$ cat config.mk
export PLATFORM = sky130hd
export DESIGN_NAME = cube_face_to_frame_address
export DESIGN_NICKNAME = d
export VERILOG_FILES = /design/src/design/cffa_pkg.sv /design/src/design/cube_face_to_frame_address.sv
export SDC_FILE = /design/constraint.sdc
export NUM_CORES = 2
export LEC_CHECK = 0
export BUFFER_PORTS_ARGS = -buffer_cell sky130_fd_sc_hd__buf_4
export CAP_MARGIN = 20
export CORE_AREA = 3 3 334 336
export DETAILED_ROUTE_END_ITERATION = 10
export DIE_AREA = 0 0 337 339
export PLACE_DENSITY = 0.77
export SETUP_SLACK_MARGIN = 0.05
export SLEW_MARGIN = 20
export SYNTH_ARGS = -nofsm -noshare
export SYNTH_HDL_FRONTEND = slang
export SYNTH_SLANG_ARGS = --single-unit
export TNS_END_PERCENT = 10
$ cat constraint.sdc
create_clock -name clock -period 6.9 [get_ports clock]
set_input_delay 0.69 -clock clock [delete_from_list [all_inputs] [get_ports clock]]
set_output_delay 0.69 -clock clock [all_outputs]
set_load 0.05 [all_outputs]
$ cat src/design/cffa_pkg.sv
// ----------------------------------------------------------------------------
// cffa_pkg
// Shared codes, register defaults and pipeline item types for the cube face
// to frame address block.
// ----------------------------------------------------------------------------
package cffa_pkg;

   localparam logic [2:0] FACE_LEFT  = 3'd0;
   localparam logic [2:0] FACE_RIGHT = 3'd1;
   localparam logic [2:0] FACE_FRONT = 3'd2;
   localparam logic [2:0] FACE_BACK  = 3'd3;
   localparam logic [2:0] FACE_TOP   = 3'd4;
   localparam logic [2:0] FACE_DOWN  = 3'd5;

   localparam logic [2:0] CSR_FRAME_WIDTH  = 3'd0;
   localparam logic [2:0] CSR_FRAME_HEIGHT = 3'd1;
   localparam logic [2:0] CSR_SIDE_WIDTH   = 3'd2;
   localparam logic [2:0] CSR_CENTER_WIDTH = 3'd3;
   localparam logic [2:0] CSR_BLEND_WIDTH  = 3'd4;

   localparam logic [13:0] RST_FRAME_WIDTH  = 14'd4096;
   localparam logic [12:0] RST_FRAME_HEIGHT = 13'd1344;
   localparam logic [12:0] RST_SIDE_WIDTH   = 13'd1376;
   localparam logic [12:0] RST_CENTER_WIDTH = 13'd1344;
   localparam logic [7:0]  RST_BLEND_WIDTH  = 8'd32;

   typedef struct packed {
      logic legal;
      logic sel;
      logic side;
      logic far;
   } meta_type;

   typedef struct packed {
      logic        sel;
      logic [23:0] first;
      logic [23:0] second;
      logic        blended;
      logic        wt_en;
   } result_type;

endpackage

$ cat src/design/cube_face_to_frame_address.sv
// ----------------------------------------------------------------------------
// cube_face_to_frame_address
// Maps a face point to primary and secondary pixel addresses with a band
// blend weight, fully pipelined.
// ----------------------------------------------------------------------------
// Pipeline: capture, products, columns, addresses, then the weight divider,
// which resolves one quotient bit per stage.
// Throughput: one item per clock, busy is high only in reset and the cycle after.
// Reset: synchronous, clears all valid bits and loads register defaults.
// The receiver cannot stall; each result is shown for one cycle.
// ----------------------------------------------------------------------------
module cube_face_to_frame_address
   import cffa_pkg::*;
#(
   parameter int FRAC_BITS   = 16,
   parameter int WEIGHT_BITS = 8,
   parameter int INDEX_BITS  = 24
) (
   input  logic        clock,
   input  logic        reset,
   input  logic        start,
   output logic        busy,
   input  logic [2:0]  req_face,
   input  logic [15:0] req_u_coord,
   input  logic [15:0] req_v_coord,
   input  logic        csr_valid,
   output logic        csr_ready,
   input  logic [2:0]  csr_index,
   input  logic [13:0] csr_wdata,
   output logic        rsp_valid,
   output logic        rsp_frame_select,
   output logic [23:0] rsp_first_index,
   output logic [23:0] rsp_second_index,
   output logic [7:0]  rsp_blend_weight,
   output logic        rsp_blended
);

   localparam int F      = FRAC_BITS;
   localparam int UkW    = F + 15;
   localparam int SumW   = F + 18;
   localparam int NumW   = F + 10;
   localparam int DivW   = F + 11 + WEIGHT_BITS;
   localparam int Lat    = WEIGHT_BITS + 4;
   localparam logic [27:0] IndexMask = 28'((29'(1) << INDEX_BITS) - 29'(1));

   // configuration
   logic [13:0] frame_width_ff;
   logic [12:0] frame_height_ff, side_width_ff, center_width_ff;
   logic [7:0]  blend_width_ff;
   logic        busy_ff;

   assign csr_ready = 1'b1;
   assign busy      = busy_ff;

   always_ff @(posedge clock) begin
      if (reset) begin
         frame_width_ff  <= RST_FRAME_WIDTH;
         frame_height_ff <= RST_FRAME_HEIGHT;
         side_width_ff   <= RST_SIDE_WIDTH;
         center_width_ff <= RST_CENTER_WIDTH;
         blend_width_ff  <= RST_BLEND_WIDTH;
         busy_ff         <= 1'b1;
      end else begin
         busy_ff <= 1'b0;
         if (csr_valid) begin
            case (csr_index)
               CSR_FRAME_WIDTH:  frame_width_ff  <= csr_wdata;
               CSR_FRAME_HEIGHT: frame_height_ff <= csr_wdata[12:0];
               CSR_SIDE_WIDTH:   side_width_ff   <= csr_wdata[12:0];
               CSR_CENTER_WIDTH: center_width_ff <= csr_wdata[12:0];
               CSR_BLEND_WIDTH:  blend_width_ff  <= csr_wdata[7:0];
               default: ;
            endcase
         end
      end
   end

   // derived constants; kept static while items are in flight by the user only
   logic signed [13:0] k_ff, w4b_ff;
   logic [13:0]        w2b_ff, wc_ff;
   logic [NumW-1:0]    den_ff, b2_ff;
   logic [DivW-1:0]    y_ff;
   logic               b_nz_ff;

   always_ff @(posedge clock) begin
      k_ff    <= $signed({1'b0, side_width_ff}) - $signed({5'b0, blend_width_ff, 1'b0});
      w4b_ff  <= $signed({1'b0, side_width_ff}) - $signed({4'b0, blend_width_ff, 2'b0});
      w2b_ff  <= {1'b0, side_width_ff} + {5'b0, blend_width_ff, 1'b0};
      wc_ff   <= {1'b0, side_width_ff} + {1'b0, center_width_ff};
      den_ff  <= NumW'({blend_width_ff, 2'b0}) << F;
      b2_ff   <= NumW'({blend_width_ff, 1'b0}) << F;
      y_ff    <= DivW'({blend_width_ff, 3'b0}) << F;
      b_nz_ff <= (blend_width_ff != 8'd0);
   end

   // stage 1: capture, rotate
   logic         s1_valid_ff;
   logic [F-1:0] s1_u_ff, s1_v_ff;
   meta_type     s1_meta_ff;
   logic [F-1:0] u_in, v_in;
   meta_type     meta_in;

   always_comb begin
      u_in = F'(req_u_coord);
      v_in = F'(req_v_coord);
      if (req_face >= FACE_BACK) begin
         u_in = F'(req_v_coord);
         v_in = ~F'(req_u_coord);
      end
      meta_in.legal = (req_face <= FACE_DOWN);
      meta_in.sel   = (req_face >= FACE_BACK);
      meta_in.side  = (req_face != FACE_FRONT) && (req_face != FACE_BACK);
      meta_in.far   = (req_face == FACE_RIGHT) || (req_face == FACE_TOP);
   end

   always_ff @(posedge clock) begin
      if (reset) s1_valid_ff <= 1'b0;
      else       s1_valid_ff <= start && !busy_ff;
      s1_u_ff    <= u_in;
      s1_v_ff    <= v_in;
      s1_meta_ff <= meta_in;
   end

   // stage 2: products
   logic                  s2_valid_ff;
   logic [F+12:0]         s2_vh_ff, s2_uc_ff;
   logic signed [UkW-1:0] s2_uk_ff;
   meta_type              s2_meta_ff;
   logic signed [UkW-1:0] uk_in;

   assign uk_in = $signed({1'b0, s1_u_ff}) * k_ff;

   always_ff @(posedge clock) begin
      if (reset) s2_valid_ff <= 1'b0;
      else       s2_valid_ff <= s1_valid_ff;
      s2_vh_ff   <= (F + 13)'(s1_v_ff) * (F + 13)'(frame_height_ff);
      s2_uc_ff   <= (F + 13)'(s1_u_ff) * (F + 13)'(center_width_ff);
      s2_uk_ff   <= uk_in;
      s2_meta_ff <= s1_meta_ff;
   end

   // stage 3: columns, band tests, weight numerator, row times width
   logic                   s3_valid_ff;
   logic [26:0]            s3_rowfw_ff;
   logic [15:0]            s3_col1_ff, s3_col2_ff;
   logic                   s3_blend_ff;
   logic [NumW-1:0]        s3_num_ff;
   meta_type               s3_meta_ff;
   logic signed [SumW-1:0] two_uk, k_sh, w4b_sh, w2b_sh, b2_sh, den_sh, rt, num;
   logic [14:0]            col_r;
   logic [12:0]            col_l;
   logic [13:0]            base;
   logic                   left_hit, right_hit;
   logic [15:0]            col1_in, col2_in;
   logic                   blend_in;
   logic [NumW-1:0]        num_in;

   always_comb begin
      two_uk    = SumW'(s2_uk_ff) <<< 1;
      k_sh      = SumW'(k_ff) <<< F;
      w4b_sh    = SumW'(w4b_ff) <<< F;
      w2b_sh    = SumW'($signed({1'b0, w2b_ff})) <<< F;
      b2_sh     = SumW'($signed({1'b0, b2_ff}));
      den_sh    = SumW'($signed({1'b0, den_ff}));
      left_hit  = (two_uk <= w4b_sh);
      right_hit = ((two_uk - k_sh) >= b2_sh);
      rt        = two_uk - k_sh + w2b_sh;
      col_r     = (rt < 0) ? 15'd0 : rt[F+15:F+1];
      col_l     = (s2_uk_ff < 0) ? 13'd0 : s2_uk_ff[F+12:F];
      base      = s2_meta_ff.far ? wc_ff : 14'd0;
      num       = two_uk - w4b_sh;
      if (num < 0)           num_in = '0;
      else if (num > den_sh) num_in = den_ff;
      else                   num_in = num[NumW-1:0];
      blend_in = 1'b0;
      if (!s2_meta_ff.side) begin
         col1_in = 16'(side_width_ff) + 16'(s2_uc_ff[F+12:F]);
         col2_in = col1_in;
      end else if (left_hit) begin
         col1_in = 16'(base) + 16'(col_l);
         col2_in = col1_in;
      end else if (right_hit) begin
         col1_in = 16'(base) + 16'(col_r);
         col2_in = col1_in;
      end else begin
         col1_in  = 16'(base) + 16'(col_l);
         col2_in  = 16'(base) + 16'(col_r);
         blend_in = 1'b1;
      end
   end

   always_ff @(posedge clock) begin
      if (reset) s3_valid_ff <= 1'b0;
      else       s3_valid_ff <= s2_valid_ff;
      s3_rowfw_ff <= 27'(s2_vh_ff[F+12:F]) * 27'(frame_width_ff);
      s3_col1_ff  <= col1_in;
      s3_col2_ff  <= col2_in;
      s3_blend_ff <= blend_in;
      s3_num_ff   <= num_in;
      s3_meta_ff  <= s2_meta_ff;
   end

   // stage 4: addresses, divider dividend
   logic            s4_valid_ff;
   logic [DivW-1:0] s4_x_ff;
   result_type      s4_pay_ff;
   logic [27:0]     sum1, sum2;
   result_type      pay_in;

   always_comb begin
      sum1           = (28'(s3_rowfw_ff) + 28'(s3_col1_ff)) & IndexMask;
      sum2           = (28'(s3_rowfw_ff) + 28'(s3_col2_ff)) & IndexMask;
      pay_in.sel     = s3_meta_ff.sel;
      pay_in.first   = sum1[23:0];
      pay_in.second  = sum2[23:0];
      pay_in.blended = s3_blend_ff;
      pay_in.wt_en   = s3_blend_ff && b_nz_ff;
      if (!s3_meta_ff.legal) begin
         pay_in = '0;
      end
   end

   always_ff @(posedge clock) begin
      if (reset) s4_valid_ff <= 1'b0;
      else       s4_valid_ff <= s3_valid_ff;
      s4_x_ff   <= (DivW'(s3_num_ff) << (WEIGHT_BITS + 1)) - (DivW'(s3_num_ff) << 1)
                   + DivW'(den_ff);
      s4_pay_ff <= pay_in;
   end

   // weight divider, one quotient bit per stage, msb first
   logic                   dv_valid_ff [WEIGHT_BITS];
   logic [DivW-1:0]        dv_rem_ff   [WEIGHT_BITS];
   logic [WEIGHT_BITS-1:0] dv_q_ff     [WEIGHT_BITS];
   result_type             dv_pay_ff   [WEIGHT_BITS];

   for (genvar j = 0; j < WEIGHT_BITS; j++) begin : g_div
      logic                   valid_prev;
      logic [DivW-1:0]        rem_prev, ysh, rem_in;
      logic [WEIGHT_BITS-1:0] q_prev, q_in;
      result_type             pay_prev;

      if (j == 0) begin : g_first
         assign valid_prev = s4_valid_ff;
         assign rem_prev   = s4_x_ff;
         assign q_prev     = '0;
         assign pay_prev   = s4_pay_ff;
      end else begin : g_next
         assign valid_prev = dv_valid_ff[j-1];
         assign rem_prev   = dv_rem_ff[j-1];
         assign q_prev     = dv_q_ff[j-1];
         assign pay_prev   = dv_pay_ff[j-1];
      end

      always_comb begin
         ysh    = y_ff << (WEIGHT_BITS - 1 - j);
         rem_in = rem_prev;
         q_in   = q_prev;
         if (rem_prev >= ysh) begin
            rem_in = rem_prev - ysh;
            q_in   = q_prev | (WEIGHT_BITS'(1) << (WEIGHT_BITS - 1 - j));
         end
      end

      always_ff @(posedge clock) begin
         if (reset) dv_valid_ff[j] <= 1'b0;
         else       dv_valid_ff[j] <= valid_prev;
         dv_rem_ff[j] <= rem_in;
         dv_q_ff[j]   <= q_in;
         dv_pay_ff[j] <= pay_prev;
      end
   end

   result_type last_pay;

   assign last_pay         = dv_pay_ff[WEIGHT_BITS-1];
   assign rsp_valid        = dv_valid_ff[WEIGHT_BITS-1];
   assign rsp_frame_select = last_pay.sel;
   assign rsp_first_index  = last_pay.first;
   assign rsp_second_index = last_pay.second;
   assign rsp_blended      = last_pay.blended;
   assign rsp_blend_weight = last_pay.wt_en ? 8'(dv_q_ff[WEIGHT_BITS-1]) : 8'd0;

   // checks
   a_latency : assert property (@(posedge clock) disable iff (reset)
      (start && !busy) |-> ##Lat rsp_valid)
      else $error("accepted item did not emerge on time");

   a_no_spurious : assert property (@(posedge clock) disable iff (reset)
      rsp_valid |-> $past(start && !busy, Lat))
      else $error("result without an accepted item");

   a_single_pixel : assert property (@(posedge clock) disable iff (reset)
      (rsp_valid && !rsp_blended) |->
         (rsp_second_index == rsp_first_index) && (rsp_blend_weight == 8'd0))
      else $error("unblended item carries a second pixel or weight");

endmodule

==> flow_summary.yaml <==
layout:
  syn_to_final_growth_pct: 8.84
  nFillCells: 8674
  nNetsFinal: 7661
  drive_gt1_frac: 0.0681
logic_synthesis:
  ys_top_cells_by_area: "dfxtp_1 34%, fa_1 20%, ha_1 12%"
  syn_inst: 6360
  ys_seq_area_frac: 0.343
  synth_area_um2: 62800
  post-synth-top-count-cell: "dfxtp_1"
  async_reset_ff_frac: 0
  synth_compound_area_frac: 0.0739
  synth.avg_cell_area_um2: 9.88
  synth-simple-area-share: 0.149
  synth_top_flop_cell: "dfxtp_1"
  synth_commonest_cells: "1,076 x dfxtp_1, 833 x inv_1, 781 x nand2_1, 629 x fa_1, 579 x ha_1"
  synth_top_area_cell: "dfxtp_1"
  synth_xor_area_frac: 0.0346
  synth_mux_area_frac: 0.0162
  yosysTopAreaCellShare: 0.343
  ys_ff_latch: 1076
  yosys_warnings: 0
  synth_fp_nets: 7624
  synth_top_family_by_area: "adder cells"
  synth_edf_count: 0
  synth.distinct_cells: 87
  synthAdderAreaFrac: 0.316
place:
  portBuffers: 115
  place_hpwl_mm: 105
  place.gp.congestion: 0.931
clocking:
  clock_insertion_delay_worst_skew_ns: 0.69
  clock_path_buffers: 3
  tritoncts: "yes"
  htree_levels: 3
  cts_root_buf: "clkbuf_16"
  cts.clk_slew.worst_paths_ns: 0.06
  numClockSinks: 1076
  numCtsBuffers: 103
floorplanning:
  fp.dieH_um: 339
  row_count: 121
  die_w_um: 337
  die-area_um2: 114000
  io_pins: 117
  core_um2: 109000
  initial_core_util: 0.577
timing:
  finalSetupViolCount: 0
  finClkSkew_ns: 0.0437
  slew_viol_final: 0
  setup-tns-final_ns: 0
  holdWs_ns: 0.198
  timing.fmax_mhz: 155
  tightest_slew_ns: 1.01
  period_minus_slack_ns: 6.46
  fin_crit_sh: 0.936
  slew_headroom: 0.323
  rsz0062_at_grt: "true"
  hold_viol: 0
worst_setup_path:
  crit_fanout: 13
  cpPeakStageDelay_ns: 0.81
  start_kind: "flop"
  endpoint_kind: "flop"
  cpMaxStageDelayCell: "dfxtp_1"
  crit_family: "adder cells"
  path_cells: "nand2_1 -> fa_1 -> inv_1 -> fa_1 -> inv_1 -> fa_1 -> inv_1 -> fa_1 -> fa_1 -> fa_1 -> ha_1 -> a21o_1 -> a21oi_1 -> o21ai_0 -> nand2_1 -> o2111ai_1 -> o211ai_1 -> a2bb2oi_1 -> a21boi_0"
  cp_num_buf_inv: 3
  worstPathArrival_ns: 6.98
  worstPathRequired_ns: 7.42
  worstSetupPathType: "flop to flop"
  path_common_cell: "fa_1"
pwr:
  p_total_mw: 27.2
  p_per_area_nw_per_um2: 398
  p_leak_nw: 31.8
  ir_drop_v: 0.000328
detailed_routing:
  drc: 0
  drt_iter0_drc: 2652
  firstDrtPassIters: 6
  viasPerCell: 5.36
  via_count: 42356
  routedWlPerCell_um: 17.1
  routed_wl_mm: 135
  ant_nets: 0
global_route:
  track_usage: 0.241
  overflow: 0
  grt_max_degree: 75
  grt_pass1_vias: 43571
  antenna_found_initial: 3
  grt_pass1_wl_mm: 222
min_path:
  hp-class: "primary input to flop"
run_status:
  status: "finished, final reports clean"
job:
  maxCapViolations: 0
final timing paths:
path                            slack, ns       startpoint                to  depth (start not counted)
worst max register to register       0.44       s1_u_ff[8]      s2_uk_ff[19]                         19
worst max-delay path                 0.44       s1_u_ff[8]      s2_uk_ff[19]                         19
worst min register to register       0.31  dv_pay_ff[1][3]  dv_pay_ff[1][54]                          0
worst min-delay path                 0.20  req_u_coord[15]       s1_v_ff[15]                          2
cells in the final DEF (no fill, tap or decap), types with 12 or more instances in the layout:
cell / Yosys / layout
a211oi_1: 25 / 23
a21boi_0: 30 / 30
a21o_1: 59 / 59
a21oi_1: 241 / 239
a31oi_1: 25 / 25
and2_1: 385 / 385
and3_1: 28 / 28
buf_4: 49 / 180
clkbuf_1: 187 / 21
clkbuf_16: 0 / 104
clkbuf_8: 0 / 18
clkinv_2: 0 / 13
dfxtp_1: 1076 / 1076
fa_1: 629 / 629
ha_1: 579 / 579
inv_1: 833 / 833
mux2_2: 48 / 48
mux2i_1: 45 / 45
nand2_1: 781 / 781
nand2b_1: 59 / 59
nand3_1: 46 / 46
nand3b_1: 19 / 19
nand4_1: 29 / 29
nor2_1: 249 / 249
nor2b_1: 83 / 83
nor3_1: 77 / 76
nor4_1: 62 / 61
nor4b_1: 13 / 12
o211ai_1: 17 / 17
o21a_1: 38 / 38
o21ai_0: 181 / 180
o21bai_1: 20 / 20
o31ai_1: 21 / 20
or2_2: 17 / 17
or3_1: 16 / 16
xnor2_1: 173 / 173
xor2_1: 75 / 75
metrics by stage:
stage	util	instance area, um^2	worst slack [ns]	std cells
after floorplan	-	62800	0.362	6360
after global placement	0.595	64800	0.148	7702
after detailed placement	0.595	64800	-0.0750	7702
after CTS	0.627	68300	0.0800	7889
after global routing	0.628	68400	0.0120	7896
final	0.628	68400	0.439	7897
routing by layer:
metal	track usage	share of wire
met1	0.320	0.43
met2	0.396	0.46
met3	0.0377	0.064
met5	0	0
met4	0.0963	0.039
what timing repair did:
action | 4_1_cts | 5_1_grt
endpoints found under the setup margin | 2 | 12
gates resized for setup | 1 | 11
pin swaps | 0 | 1
hold buffers | 0 | 0
setup buffers | 0 | 4
power breakdown:
group          internal, mW  switching, mW  total [mW]
clock                  3.26           2.37        5.63
sequential             8.32           1.01        9.32
combinational          5.15           7.08        12.2
flip-flops by register name, summed over array words and instances, names as in the netlist, 14 cells and up:
| signal | cells |
|---|---|
| wc_ff | 14 |
| dv_rem_ff | 231 |
| s2_uk_ff | 31 |
| s1_u_ff | 16 |
| g_div.pay_prev | 51 |
| dv_q_ff | 36 |
| w2b_ff | 14 |
| g_div.rem_prev | 33 |
| s1_v_ff | 16 |
| s3_num_ff | 25 |
| frame_width_ff | 14 |
| dv_pay_ff | 408 |
| s3_col1_ff | 16 |
| s3_col2_ff | 16 |
| s3_rowfw_ff | 24 |
kinds of logic (layout without fill, tap and decap cells):
kind of cell | after synthesis | after routing
fa+ha+maj | 1208 | 1208
compound gates | 744 | 744
flops | 1076 | 1076
mux | 95 | 95
xor+xnor | 248 | 248
simple gates | 1904 | 1904
other cells | 1 | 5
buf+inv | 1084 | 1203
cell type report:
cell class              instances  area [um^2]  share of cell area
flip-flops and latches       1076        21500               0.315
diodes                          4         10.0            0.000146
well taps                    1414         1770              0.0259
multi-input cells            4200        37100               0.542
repair buffers                180         1350              0.0198
clock buffers                 143         2930              0.0428
clock inverters                44          558             0.00816
inverters                     836         3140              0.0459
Power figures use the tool's default switching activity.
